<file path="src/rtl/b64sd_pkg.sv">
// Package with the Base64 stream decoder constants and symbol map.
`timescale 1ns / 1ps

package b64sd_pkg;

    localparam int unsigned CHAR_W = 8;
    localparam int unsigned SEXTET_W = 6;
    localparam int unsigned SYM_W = 8;
    localparam int unsigned OUT_USER_W = 3;

    // Bit positions of the result flags in m_tuser.
    localparam int unsigned USER_BYTE_VALID = 0;
    localparam int unsigned USER_WORD_END = 1;
    localparam int unsigned USER_ERROR_SEEN = 2;

    localparam logic [SYM_W-1:0] SYM_BAD = 8'd255;
    localparam logic [SYM_W-1:0] SYM_PAD = 8'd64;
    localparam logic [SYM_W-1:0] SYM_QM = 8'd65;
    localparam logic [SYM_W-1:0] SYM_OFS_LOWER = 8'd26;
    localparam logic [SYM_W-1:0] SYM_OFS_DIGIT = 8'd52;
    localparam logic [SYM_W-1:0] SYM_PLUS = 8'd62;
    localparam logic [SYM_W-1:0] SYM_SLASH = 8'd63;

    localparam logic [CHAR_W-1:0] CH_UPPER_A = 8'h41;
    localparam logic [CHAR_W-1:0] CH_UPPER_Z = 8'h5A;
    localparam logic [CHAR_W-1:0] CH_LOWER_A = 8'h61;
    localparam logic [CHAR_W-1:0] CH_LOWER_Z = 8'h7A;
    localparam logic [CHAR_W-1:0] CH_DIGIT_0 = 8'h30;
    localparam logic [CHAR_W-1:0] CH_DIGIT_9 = 8'h39;
    localparam logic [CHAR_W-1:0] CH_PLUS = 8'h2B;
    localparam logic [CHAR_W-1:0] CH_SLASH = 8'h2F;
    localparam logic [CHAR_W-1:0] CH_EQUALS = 8'h3D;
    localparam logic [CHAR_W-1:0] CH_QUESTION = 8'h3F;

    typedef logic [1:0] group_pos_t;

    // Maps a character to its sextet value, or to the pad, question or bad code.
    function automatic logic [SYM_W-1:0] map_symbol(input logic [CHAR_W-1:0] c);
        logic [SYM_W-1:0] sym;
        sym = SYM_BAD;
        if (c >= CH_UPPER_A && c <= CH_UPPER_Z) begin
            sym = c - CH_UPPER_A;
        end else if (c >= CH_LOWER_A && c <= CH_LOWER_Z) begin
            sym = c - CH_LOWER_A + SYM_OFS_LOWER;
        end else if (c >= CH_DIGIT_0 && c <= CH_DIGIT_9) begin
            sym = c - CH_DIGIT_0 + SYM_OFS_DIGIT;
        end else if (c == CH_PLUS) begin
            sym = SYM_PLUS;
        end else if (c == CH_SLASH) begin
            sym = SYM_SLASH;
        end else if (c == CH_EQUALS) begin
            sym = SYM_PAD;
        end else if (c == CH_QUESTION) begin
            sym = SYM_QM;
        end
        return sym;
    endfunction

endpackage

</file>
<file path="src/rtl/base64_stream_decoder_unit.sv">
// Top level of the Base64 stream decoder for encoded-word text.
`timescale 1ns / 1ps

// The decoder takes one character per beat and sustains one beat per clock cycle while
// m_tready does not stall the result register. A character is captured in an input register.
// From there the alphabet map, the group shift and the flag update run in one pass into the
// result register, which drives m_tvalid. Characters that give no result (the first symbol
// of a group, padding, a pending question mark) only update the decoder state. The result
// register and the input register together let a new character enter while a finished
// result waits on m_tready. The enable register is written through cfg_valid/cfg_data and
// should change only while the decoder is idle.
module base64_stream_decoder_unit import b64sd_pkg::*; (
    input  logic                  aclk,
    input  logic                  aresetn,
    // Configuration: cfg_data[0] = word_end_enable
    input  logic                  cfg_valid,
    output logic                  cfg_ready,
    input  logic [0:0]            cfg_data,
    // s_tdata[7:0] = in_char; s_tlast = last_char
    input  logic                  s_tvalid,
    output logic                  s_tready,
    input  logic [CHAR_W-1:0]     s_tdata,
    input  logic                  s_tlast,
    // m_tdata[7:0] = out_byte; m_tlast = input_end
    output logic                  m_tvalid,
    input  logic                  m_tready,
    output logic [CHAR_W-1:0]     m_tdata,
    output logic                  m_tlast,
    // m_tuser[0] = byte_valid, m_tuser[1] = word_end, m_tuser[2] = error_seen
    output logic [OUT_USER_W-1:0] m_tuser
);

    logic                  enable_reg;
    logic                  in_valid_reg;
    logic [CHAR_W-1:0]     char_reg;
    logic                  last_reg;

    group_pos_t            pos_reg, pos_next;
    logic [SEXTET_W-1:0]   carry_reg, carry_next;
    logic                  qpend_reg, qpend_next;
    logic                  err_reg, err_next;

    logic                  out_valid_reg;
    logic [CHAR_W-1:0]     out_byte_reg, out_byte_next;
    logic                  out_last_reg;
    logic [OUT_USER_W-1:0] out_user_reg, out_user_next;

    logic                  advance;
    logic                  has_result;
    logic [SYM_W-1:0]      sym;
    logic [SEXTET_W-1:0]   sx;
    logic                  word_end;
    logic                  byte_valid;

    assign cfg_ready = 1'b1;
    assign advance   = in_valid_reg && (!out_valid_reg || m_tready);
    assign s_tready  = !in_valid_reg || advance;

    assign m_tvalid = out_valid_reg;
    assign m_tdata  = out_byte_reg;
    assign m_tlast  = out_last_reg;
    assign m_tuser  = out_user_reg;

    assign sym = map_symbol(char_reg);
    assign sx  = sym[SEXTET_W-1:0];

    always_comb begin
        pos_next      = pos_reg;
        carry_next    = carry_reg;
        qpend_next    = 1'b0;
        err_next      = err_reg;
        out_byte_next = '0;
        byte_valid    = 1'b0;
        word_end      = 1'b0;

        // A pending question mark is settled by this character.
        if (qpend_reg) begin
            if (char_reg == CH_EQUALS) begin
                word_end = 1'b1;
            end else begin
                err_next = 1'b1;
            end
        end

        if (!word_end) begin
            if (sym < SYM_PAD) begin
                case (pos_reg)
                    2'd0: begin
                        carry_next = sx;
                    end
                    2'd1: begin
                        out_byte_next = {carry_reg, sx[5:4]};
                        carry_next    = {2'b00, sx[3:0]};
                        byte_valid    = 1'b1;
                    end
                    2'd2: begin
                        out_byte_next = {carry_reg[3:0], sx[5:2]};
                        carry_next    = {4'b0000, sx[1:0]};
                        byte_valid    = 1'b1;
                    end
                    default: begin
                        out_byte_next = {carry_reg[1:0], sx};
                        carry_next    = '0;
                        byte_valid    = 1'b1;
                    end
                endcase
                pos_next = pos_reg + 2'd1;
            end else if (sym == SYM_PAD) begin
                // Padding carries no bits.
            end else if (sym == SYM_QM && enable_reg) begin
                qpend_next = 1'b1;
            end else begin
                err_next = 1'b1;
            end
            if (last_reg && qpend_next) begin
                err_next = 1'b1;
            end
        end

        out_user_next = '0;
        out_user_next[USER_BYTE_VALID] = byte_valid;
        out_user_next[USER_WORD_END]   = word_end;
        out_user_next[USER_ERROR_SEEN] = err_next;

        // The word end and the stream end both return the word state to reset.
        if (word_end || last_reg) begin
            pos_next   = '0;
            carry_next = '0;
            qpend_next = 1'b0;
            err_next   = 1'b0;
        end

        has_result = byte_valid || word_end || last_reg;
    end

    always_ff @(posedge aclk) begin
        if (!aresetn) begin
            enable_reg    <= 1'b1;
            in_valid_reg  <= 1'b0;
            pos_reg       <= '0;
            carry_reg     <= '0;
            qpend_reg     <= 1'b0;
            err_reg       <= 1'b0;
            out_valid_reg <= 1'b0;
        end else begin
            if (cfg_valid && cfg_ready) begin
                enable_reg <= cfg_data[0];
            end
            if (s_tready) begin
                in_valid_reg <= s_tvalid;
            end
            if (advance) begin
                pos_reg   <= pos_next;
                carry_reg <= carry_next;
                qpend_reg <= qpend_next;
                err_reg   <= err_next;
            end
            if (advance) begin
                out_valid_reg <= has_result;
            end else if (m_tready) begin
                out_valid_reg <= 1'b0;
            end
        end
    end

    always_ff @(posedge aclk) begin
        if (s_tvalid && s_tready) begin
            char_reg <= s_tdata;
            last_reg <= s_tlast;
        end
        if (advance && has_result) begin
            out_byte_reg <= out_byte_next;
            out_last_reg <= last_reg;
            out_user_reg <= out_user_next;
        end
    end

endmodule

</file>
<file path="config.mk">
export PLATFORM = sky130hd
export DESIGN_NAME = base64_stream_decoder_unit
export DESIGN_NICKNAME = d
export VERILOG_FILES = /design/src/rtl/b64sd_pkg.sv /design/src/rtl/base64_stream_decoder_unit.sv
export SDC_FILE = /design/constraint.sdc
export NUM_CORES = 1
export LEC_CHECK = 0
export BUFFER_PORTS_ARGS = -buffer_cell sky130_fd_sc_hd__buf_2
export CORE_MARGIN = 2
export CORE_UTILIZATION = 60
export DETAILED_ROUTE_END_ITERATION = 6
export PLACE_DENSITY = 0.82
export SLEW_MARGIN = 0
export SYNTH_ARGS = -nofsm -noshare
export SYNTH_HDL_FRONTEND = slang
export SYNTH_SLANG_ARGS = --single-unit
</file>
<file path="constraint.sdc">
create_clock -name aclk -period 4.7 [get_ports aclk]
set_input_delay 0.94 -clock aclk [delete_from_list [all_inputs] [get_ports aclk]]
set_output_delay 0.94 -clock aclk [all_outputs]
set_load 0.05 [all_outputs]
</file>
==> summary.md, run 1 <==
| Metric | Value |
|---|---|
| Status | `completed` |
| PortBufs | `28` |
| Pre-CTS setup slack | `1270 ps` |
| Worst path cell trace | `inv_1, ha_1, a21o_1, a311oi_2, nand2b_1, o311a_4, a21o_1, a21oi_2` |
| Crit path kind | `flip-flop to flip-flop` |
| Hold buffer count at CTS | `0` |
| Setup_tns | `0 ps` |
| Top_reg_cell synth | `edfxtp_1` |
| CTS Sinks | `34` |
| Area after DPL | `0.00248 mm²` |
| Final Wtd Congestion | `0.976` |
| Critical Path Source | `char_reg[2]$_DFFE_PP_` |
| Fin crit share | `73.1%` |
| WP depth | `8` |
| Mapped Nets | `280` |
| Tot Pwr | `0.655 mW` |
| Root Buffer | `clkbuf_8` |
| Max Cap Violations | `0` |
| Asr flop ratio synth | `0%` |
| Peak supply drop | `0.300 mV` |
| CTS Buffer Depth | `2` |
| Vias in the first global route | `1830` |
| End point of the critical path | `m_tdata[1]$_SDFFCE_PP0P_` |
| Final Hold Viols | `0` |
| Final cell count without fillers | `321` |
| RSZ-0062 raised after global routing | `false` |
| Worst hold path class | `flip-flop to flip-flop` |
| Die Wd | `66.9 µm` |
| Layout area overhead | `8.17%` |
| Vias per cell | `6.26` |
| Initial antenna violation count | `0` |
| Fmax | `291 MHz` |
| Yosys top cell by area | `edfxtp_1` |
| Clock slew at reported path FFs | `70 ps` |
| Number of synthesized flops with an enable pin | `21` |
| Reg2reg end | `m_tdata[1]$_SDFFCE_PP0P_` |
| Setup ws final | `1260 ps` |
| CP Max Fanout | `13` |
| Met3 Resource Use GR | `4.73%` |
| CP endpoint kind | `flip-flop` |
| Final Critical Period | `3440 ps` |
| Slew Viols, Final | `0` |
| Power per cell area | `255 mW/mm²` |
| Library cells used by synthesis | `65` |
| Die Footprint | `0.00448 mm²` |
| Netlist Area Pre-Place | `0.00237 mm²` |
| Num ports | `30` |
| Dpl hpwl | `3780 µm` |
| CP Launch Type | `flip-flop` |
| Top cell type's share of synthesized area | `26.6%` |
| Cts bufs inserted | `5` |
| DR vias | `2010` |
| R2r worst-path depth | `8` |
| Post-route DRC | `0` |
| Nets@finish | `300` |
| Number of post-CTS setup repair buffers | `0` |
| GRT met1 Usage | `33.9%` |
| Diode count | `0` |
| Crit path max-delay family | `compound AO/OA/AOI/OAI gates` |
| Drt pass-1 iters | `5` |
| Largest net degree at the start of global routing | `14` |
| Worst R2R Start | `char_reg[2]$_DFFE_PP_` |
| Worst-Margin Slew | `731 ps` |
| Die height | `66.9 µm` |
| Final setup viols | `0` |
| # rows | `22` |
| Pleak | `0.912 nW` |
| Maximum single-stage delay on the critical path | `590 ps` |
| Yosys reg bits | `34` |
| Resized cells post-CTS | `0` |
| Share of layout cells above drive strength 1 | `17.9%` |
| Cells after DPL | `313` |
| CTS tree | `built` |
| H-tree levels | `2` |
| Initial Utilization | `63.4%` |
| R2R setup slack | `1260 ps` |
| Final Hold Slack | `452 ps` |
| Crit path buffers/inverters | `1` |
| Routed wire length | `5130 µm` |
| Worst rel slew slack | `51.3%` |
| Drt wl/cell | `16.0 µm` |
| Yosys warnings | `0` |
| Worst-Skew Late Latency | `270 ps` |
| Critical-path top delay cell | `a21oi_2` |
| Routing usage on met2 | `41.0%` |
| WP data required | `4610 ps` |
| Detail Route Antenna Nets | `0` |
| Global route overflow | `0` |
| Arr. time, crit path | `3340 ps` |
| Final instance area | `0.00257 mm²` |
| Final core utilization | `68.6%` |
| Syn avg cell area | `9.42 µm²` |
| Most frequent CP cell | `a21o_1` |
| GR peak layer | `met2` |
| Core box area | `0.00374 mm²` |
| GRT Total Usage | `24.7%` |
| Clk_skew | `5.82 ps` |
| First-pass GRT wire length | `8420 µm` |
| Largest cells by area after synthesis | `edfxtp_1 27%, dfxtp_1 11%, ha_1 6.8%` |
| DRT iter0 DRCs | `197` |
| Register area share after synthesis | `37.5%` |
| Mapped Cells | `252` |
==> cell families (layout without fill, tap and decap cells) <==
logic type | count (synthesis) | count (layout) | share of synthesized area (%)
compound gates | 70 | 70 | 24.2
xor+xnor | 4 | 4 | 1.48
other cells | 1 | 1 | 0.158
mux | 2 | 2 | 0.843
fa+ha+maj | 13 | 13 | 6.85
buf+inv | 30 | 51 | 6.37
simple gates | 98 | 98 | 22.6
flops | 34 | 34 | 37.5
==> power by group <==
group | switching (mW) | internal, mW | total (mW)
Combinational | 0.0709 | 0.0396 | 0.111
Clock | 0.101 | 0.101 | 0.202
Sequential | 0.0147 | 0.328 | 0.343
Total | 0.186 | 0.469 | 0.655
==> routing by layer <==
metal / wire length [µm] / vias up
li1: - / 974
met1: 2210 / 922
met2: 2430 / 110
met3: 445 / 4
met4: 42 / 0
met5: 0 / -
==> synthesized netlist by cell type, types with 3 or more instances <==
cell and count:
and2_1 4, ha_1 13, nand2_1 22, a22oi_1 5, clkbuf_1 6, o211ai_1 3, o21ai_0 8, o21a_1 3
nand2b_1 7, nor2b_1 6, buf_2 3, o22ai_1 4, buf_6 3, buf_4 3, a221oi_1 4, nand3_1 6
nor3_1 8, edfxtp_1 21, a311oi_1 3, dfxtp_1 13, nand4_1 4, nor2_1 21, xnor2_1 4, nor4b_1 3
a21oi_1 6, inv_1 14, a21boi_1 6
==> worst min path at each step <==
| stage | startpoint | to | depth (start not counted) |
|---|---|---|---|
| 6_report | carry_reg[4]$_SDFFE_PN0P_ | carry_reg[4]$_SDFFE_PN0P_ | 2 |
| 5_1_grt | carry_reg[5]$_SDFFE_PN0P_ | carry_reg[5]$_SDFFE_PN0P_ | 2 |
| 4_1_cts | carry_reg[4]$_SDFFE_PN0P_ | carry_reg[4]$_SDFFE_PN0P_ | 2 |
| 3_5_place_dp | carry_reg[4]$_SDFFE_PN0P_ | carry_reg[4]$_SDFFE_PN0P_ | 2 |
| 3_3_place_gp | carry_reg[5]$_SDFFE_PN0P_ | carry_reg[5]$_SDFFE_PN0P_ | 2 |
| 2_1_floorplan | carry_reg[4]$_SDFFE_PN0P_ | carry_reg[4]$_SDFFE_PN0P_ | 2 |
==> area by class of cell <==
| type | count | area (µm²) |
|---|---|---|
| fillers | 313 | 1170 |
| well taps | 48 | 60.1 |
| repair buffers | 29 | 148 |
| inverters | 14 | 52.6 |
| clock inverters | 3 | 16.3 |
| flip-flops and latches | 34 | 891 |
| multi-input cells | 188 | 1330 |
| clock buffers | 5 | 68.8 |
==> layout by cell type, fill, tap and decap left out, types with 3 or more instances in the layout <==
cell type	Yosys	routed
o21a_1	3	3
inv_1	14	14
nor2_1	21	21
and2_1	4	4
o22ai_1	4	4
a21boi_1	6	6
dfxtp_1	13	13
xnor2_1	4	4
a21oi_1	6	6
clkbuf_8	0	5
o21ai_0	8	8
nor3_1	8	8
nor2b_1	6	6
nand2b_1	7	7
nand3_1	6	6
edfxtp_1	21	21
buf_2	3	28
nand2_1	22	22
nor4b_1	3	3
a221oi_1	4	4
a311oi_1	3	3
ha_1	13	13
o211ai_1	3	3
a22oi_1	5	5
nand4_1	4	4
==> worst register-to-register path, stage by stage, from the launching register on <==
cell,delay (ps)
edfxtp_1,560
inv_1,160
ha_1,330
a21o_1,260
a311oi_2,250
nand2b_1,180
o311a_4,460
a21o_1,300
a21oi_2,590
Note: power is estimated with default switching activity, not from simulation.
==> run 2: changes to the inputs <==
--- a/config.mk
+++ b/config.mk
@@ -7,9 +7,9 @@
 export LEC_CHECK = 0
 export BUFFER_PORTS_ARGS = -buffer_cell sky130_fd_sc_hd__buf_2
 export CORE_MARGIN = 2
-export CORE_UTILIZATION = 60
+export CORE_UTILIZATION = 58
 export DETAILED_ROUTE_END_ITERATION = 6
-export PLACE_DENSITY = 0.82
+export PLACE_DENSITY = 0.8
 export SLEW_MARGIN = 0
 export SYNTH_ARGS = -nofsm -noshare
 export SYNTH_HDL_FRONTEND = slang
==> constraint.sdc (replaced) <==
create_clock -name aclk -period 3.5 [get_ports aclk]
set_input_delay 0.7 -clock aclk [delete_from_list [all_inputs] [get_ports aclk]]
set_output_delay 0.7 -clock aclk [all_outputs]
set_load 0.05 [all_outputs]
==> run 2 against run 1 <==
Combinational power is 37% higher. Final cell count is 1.2% higher. Clock skew is 0.52 ps higher. Critical path type unchanged. Largest power group unchanged. Highest routed layer unchanged.
==> summary.md, run 2 (same netlist as run 1, synthesis figures left out) <==
| Metric | Value |
|---|---|
| Root Buffer | `clkbuf_8` |
| Worst hold path class | `flip-flop to flip-flop` |
| Share of layout cells above drive strength 1 | `18.9%` |
| Status | `completed` |
| Power per cell area | `396 mW/mm²` |
| Setup_tns | `0 ps` |
| R2r worst-path depth | `9` |
| Fmax | `314 MHz` |
| # rows | `23` |
| CP Launch Type | `flip-flop` |
| CP endpoint kind | `flip-flop` |
| Crit path kind | `flip-flop to flip-flop` |
| Detail Route Antenna Nets | `0` |
| Final Critical Period | `3190 ps` |
| Flop pwr share | `44.0%` |
| WP data required | `3500 ps` |
| Largest net degree at the start of global routing | `14` |
| First-pass GRT wire length | `8670 µm` |
| Number of post-CTS setup repair buffers | `0` |
| Dpl hpwl | `3950 µm` |
| Fin crit share | `91.0%` |
| Drt pass-1 iters | `5` |
| DRT iter0 DRCs | `217` |
| CTS Buffer Depth | `2` |
| Slew Viols, Final | `0` |
| NetSw | `0.263 mW` |
| Sw Share | `25.2%` |
| Max Cap Violations | `0` |
| GRT Total Usage | `25.1%` |
| Hold endpoint | `carry_reg[4]$_SDFFE_PN0P_` |
| Commonest non-fill, non-tap cells in the layout | `28 x buf_2, 22 x nand2_1, 21 x nor2_1, 21 x edfxtp_1, 14 x inv_1` |
| Layout area overhead | `11.1%` |
| CTS Sinks | `34` |
| Worst-Margin Slew | `499 ps` |
| Num ports | `30` |
| Final setup viols | `0` |
| Post-route DRC | `0` |
| Clk_skew | `6.34 ps` |
| Hold path depth | `2` |
| Peak supply drop | `0.347 mV` |
| R2R setup slack | `310 ps` |
| PortBufs | `28` |
| Cts bufs inserted | `5` |
| Worst hold start | `carry_reg[4]$_SDFFE_PN0P_` |
| Comb power frac | `14.5%` |
| CP Max Fanout | `13` |
| Resized cells post-CTS | `0` |
| Reg2reg end | `m_tdata[7]$_SDFFCE_PP0P_` |
| Internal power | `0.781 mW` |
| Routed wire length | `5360 µm` |
| Nets@finish | `302` |
| Die Footprint | `0.00462 mm²` |
| Die Wd | `68.0 µm` |
| Most common cell after layout, fill and taps aside | `buf_2` |
| DR vias | `2071` |
| Final core utilization | `66.4%` |
| Vias in the first global route | `1883` |
| H-tree levels | `2` |
| CTS tree | `built` |
| Diode count | `0` |
| Worst rel slew slack | `66.5%` |
| Clock share of power | `41.5%` |
| Core box area | `0.00397 mm²` |
| Arr. time, crit path | `3180 ps` |
| Hold buffer count at CTS | `0` |
| Final Wtd Congestion | `0.961` |
| FILL cells | `318` |
| Worst-Skew Late Latency | `280 ps` |
| Initial Utilization | `59.8%` |
| Final Hold Viols | `0` |
| Die height | `68.0 µm` |
| RSZ-0062 raised after global routing | `false` |
| Global route overflow | `0` |
| Pleak | `0.949 nW` |
| Initial antenna violation count | `0` |
| Worst R2R Start | `char_reg[2]$_DFFE_PP_` |
| Clock slew at reported path FFs | `70 ps` |
| Vias per cell | `6.37` |
| Drt wl/cell | `16.5 µm` |
## run 2: cell types whose count changed in the layout (fill, tap and decap cells not counted)
cell / delta
buf_4: +2
bufinv_16: +2
clkinv_4: +1
clkinv_2: -1
clkinvlp_4: -1
clkinv_1: -1
## run 2: critical path, cell delays in order (launching register included)
cell and delay [ps]:
edfxtp_1 440, inv_1 160, ha_1 360, nand2_1 170, a311oi_2 330, nand2b_1 170, o311a_4 460, a21o_1 300
a21oi_2 290, buf_4 230
## run 2: cell type report
cell class	count	area (µm²)	area share [%]
Sequential cell	34	891	33.8
Clock inverter	3	68.8	2.61
Multi-Input combinational cell	188	1330	50.5
Tap cell	50	62.6	2.37
Timing Repair Buffer	31	163	6.16
Inverter	14	52.6	1.99
Clock buffer	5	68.8	2.61
## run 2: routing by layer
metal | global-route usage (%) | share of wire [%] | vias up
li1 | - | - | 983
met3 | 6.09 | 7.5 | 16
met2 | 38.3 | 45 | 116
met4 | 10.0 | 2.0 | 0
met5 | 0 | 0 | -
met1 | 34.1 | 46 | 956
## run 2: worst max path at each step
| stage | slack, ps | start | cells past startpoint | to |
|---|---|---|---|---|
| floorplan | 520 | char_reg[2]$_DFFE_PP_ | 11 | m_tdata[0]$_SDFFCE_PP0P_ |
| global placement | 480 | char_reg[3]$_DFFE_PP_ | 8 | m_tdata[1]$_SDFFCE_PP0P_ |
| detailed placement | 360 | char_reg[2]$_DFFE_PP_ | 9 | m_tdata[1]$_SDFFCE_PP0P_ |
| CTS | 350 | char_reg[2]$_DFFE_PP_ | 9 | m_tdata[1]$_SDFFCE_PP0P_ |
| global route | 80 | char_reg[3]$_DFFE_PP_ | 8 | m_tdata[7]$_SDFFCE_PP0P_ |
| finish | 310 | char_reg[2]$_DFFE_PP_ | 9 | m_tdata[7]$_SDFFCE_PP0P_ |
## run 2: power groups by stage
| stage | clock network [mW] | logic (mW) | registers, mW |
|---|---|---|---|
| 4_1_cts | 0.442 | 0.149 | 0.458 |
| 2_1_floorplan | 0 | 0.108 | 0.474 |
| 6_report | 0.433 | 0.152 | 0.459 |
| 3_3_place_gp | 0 | 0.146 | 0.467 |
| 3_5_place_dp | 0 | 0.148 | 0.468 |
| 5_1_grt | 0.457 | 0.165 | 0.461 |
## run 2: metrics by stage
| stage | setup WS, ps | cell area (µm²) | total power [mW] | cells | hold WS [ps] |
|---|---|---|---|---|---|
| global placement | 478 | 2500 | 0.613 | 317 | 447 |
| CTS | 352 | 2640 | 1.05 | 325 | 458 |
| finish | 315 | 2640 | 1.04 | 325 | 456 |
| floorplan | 523 | 2370 | 0.582 | 252 | 431 |
| global route | 84.6 | 2640 | 1.08 | 325 | 498 |
| detailed placement | 360 | 2500 | 0.616 | 317 | 447 |
==> run 3: changes to the inputs <==
--- a/config.mk
+++ b/config.mk
@@ -7,9 +7,9 @@
 export LEC_CHECK = 0
 export BUFFER_PORTS_ARGS = -buffer_cell sky130_fd_sc_hd__buf_2
 export CORE_MARGIN = 2
-export CORE_UTILIZATION = 58
+export CORE_UTILIZATION = 50
 export DETAILED_ROUTE_END_ITERATION = 6
-export PLACE_DENSITY = 0.8
+export PLACE_DENSITY = 0.7
 export SLEW_MARGIN = 0
 export SYNTH_ARGS = -nofsm -noshare
 export SYNTH_HDL_FRONTEND = slang
==> run 3 against run 2 <==
Clock power down 36%. Flip-flop and latch count unchanged. Critical path depth unchanged. Final cell count up 1.5%. Largest cell class unchanged. Largest power group unchanged. Highest routed layer unchanged.
==> summary.md, run 3 (same netlist as run 1, synthesis figures left out) <==
| Metric | Value |
|---|---|
| Commonest non-fill, non-tap cells in the layout | `28 x buf_2, 22 x nand2_1, 21 x nor2_1, 21 x edfxtp_1, 14 x inv_1` |
| Drt pass-1 iters | `5` |
| Vias in the first global route | `1796` |
| DRT iter0 DRCs | `222` |
| Final core utilization | `55.8%` |
| Worst hold path class | `flip-flop to flip-flop` |
| Slew Viols, Final | `0` |
| Final Wtd Congestion | `0.955` |
| Most common cell after layout, fill and taps aside | `buf_2` |
| Max Cap Violations | `0` |
| Arr. time, crit path | `3040 ps` |
| CP endpoint kind | `flip-flop` |
| GRT Total Usage | `21.7%` |
| Layout area overhead | `9.43%` |
| Area after DPL | `0.00251 mm²` |
| Die Footprint | `0.00532 mm²` |
| Post-route DRC | `0` |
| CTS Sinks | `34` |
| Tot Pwr | `0.890 mW` |
| Maximum single-stage delay on the critical path | `460 ps` |
| Initial Utilization | `51.0%` |
| Die height | `72.9 µm` |
| Root Buffer | `clkbuf_8` |
| CP Launch Type | `flip-flop` |
| Crit path kind | `flip-flop to flip-flop` |
| Dpl hpwl | `4030 µm` |
| Fmax | `328 MHz` |
| CTS Buffer Depth | `2` |
| Nets@finish | `303` |
| Routed wire length | `5400 µm` |
| Cts bufs inserted | `5` |
| Worst-Margin Slew | `501 ps` |
| H-tree levels | `2` |
| First-pass GRT wire length | `8820 µm` |
| Num ports | `30` |
| Clock slew at reported path FFs | `70 ps` |
| WP data required | `3490 ps` |
| Resized cells post-CTS | `0` |
| Worst path cell trace | `inv_1, ha_1, nand2_1, a311oi_2, nand2b_1, o311a_4, a21o_1, a21oi_2, buf_4` |
| Vias per cell | `6.17` |
| Share of layout cells above drive strength 1 | `18.8%` |
| Critical-path top delay cell | `o311a_4` |
| Power per cell area | `342 mW/mm²` |
| Peak supply drop | `0.275 mV` |
| Detail Route Antenna Nets | `0` |
| Final setup viols | `0` |
| PortBufs | `28` |
| Number of post-CTS setup repair buffers | `0` |
| Pleak | `0.928 nW` |
| Final Critical Period | `3050 ps` |
| RSZ-0062 raised after global routing | `false` |
| Core box area | `0.00466 mm²` |
| Crit path max-delay family | `compound AO/OA/AOI/OAI gates` |
| Hold buffer count at CTS | `0` |
| CTS tree | `built` |
| Fin crit share | `87.2%` |
| Status | `completed` |
| CP Max Fanout | `13` |
| Final Hold Viols | `0` |
| Worst-Skew Late Latency | `280 ps` |
| Initial antenna violation count | `0` |
| Final instance area | `0.00260 mm²` |
| Clk_skew | `4.46 ps` |
| Largest net degree at the start of global routing | `14` |
| Diode count | `0` |
| Setup_tns | `0 ps` |
| Worst rel slew slack | `66.3%` |
| Global route overflow | `0` |
| DR vias | `2035` |
| Crit path buffers/inverters | `2` |
| Die Wd | `72.9 µm` |
| Drt wl/cell | `16.4 µm` |
| # rows | `25` |
[run 3: stage by stage]
stage,hold slack (ps),setup WS (ps),std cells
after detailed placement,447,502,322
final,457,448,330
after global routing,494,291,330
after global placement,446,599,322
after CTS,457,493,330
after floorplan,431,523,252
[run 3: final cells by class]
cell class,count,area (µm²)
fillers,410,2060
repair buffers,32,170
well taps,54,67.6
clock inverters,3,16.3
clock buffers,5,68.8
flip-flops and latches,34,891
inverters,14,52.6
multi-input cells,188,1330
[run 3: where the power goes]
part	total [mW]	switching, mW	internal (mW)
sequential	0.460	0.0193	0.441
combinational	0.154	0.0979	0.0556
clock	0.276	0.140	0.136
[run 3: metal layers]
layer / wire length (µm) / track usage, % / up-vias
met5: 0 / 0 / -
met1: 2560 / 32.9 / 923
li1: - / - / 989
met2: 2340 / 30.8 / 112
met3: 411 / 4.28 / 11
met4: 96 / 7.41 / 0
[run 3: worst reg2reg max path, cell delays in order, from the launching register on]
cell and delay, ps:
edfxtp_1 450, inv_1 150, ha_1 340, nand2_1 160, a311oi_2 330, nand2b_1 180
o311a_4 460, a21o_1 290, a21oi_2 180, buf_4 220
[run 3: path summary, 6_finish.rpt]
path                                  start                         to  slack (ps)  cells past startpoint
setup reg to reg      char_reg[2]$_DFFE_PP_          m_tlast$_DFFE_PP_         450                      9
setup / recovery      char_reg[2]$_DFFE_PP_          m_tlast$_DFFE_PP_         450                      9
hold / removal    carry_reg[4]$_SDFFE_PN0P_  carry_reg[4]$_SDFFE_PN0P_         460                      2
hold reg to reg   carry_reg[4]$_SDFFE_PN0P_  carry_reg[4]$_SDFFE_PN0P_         460                      2
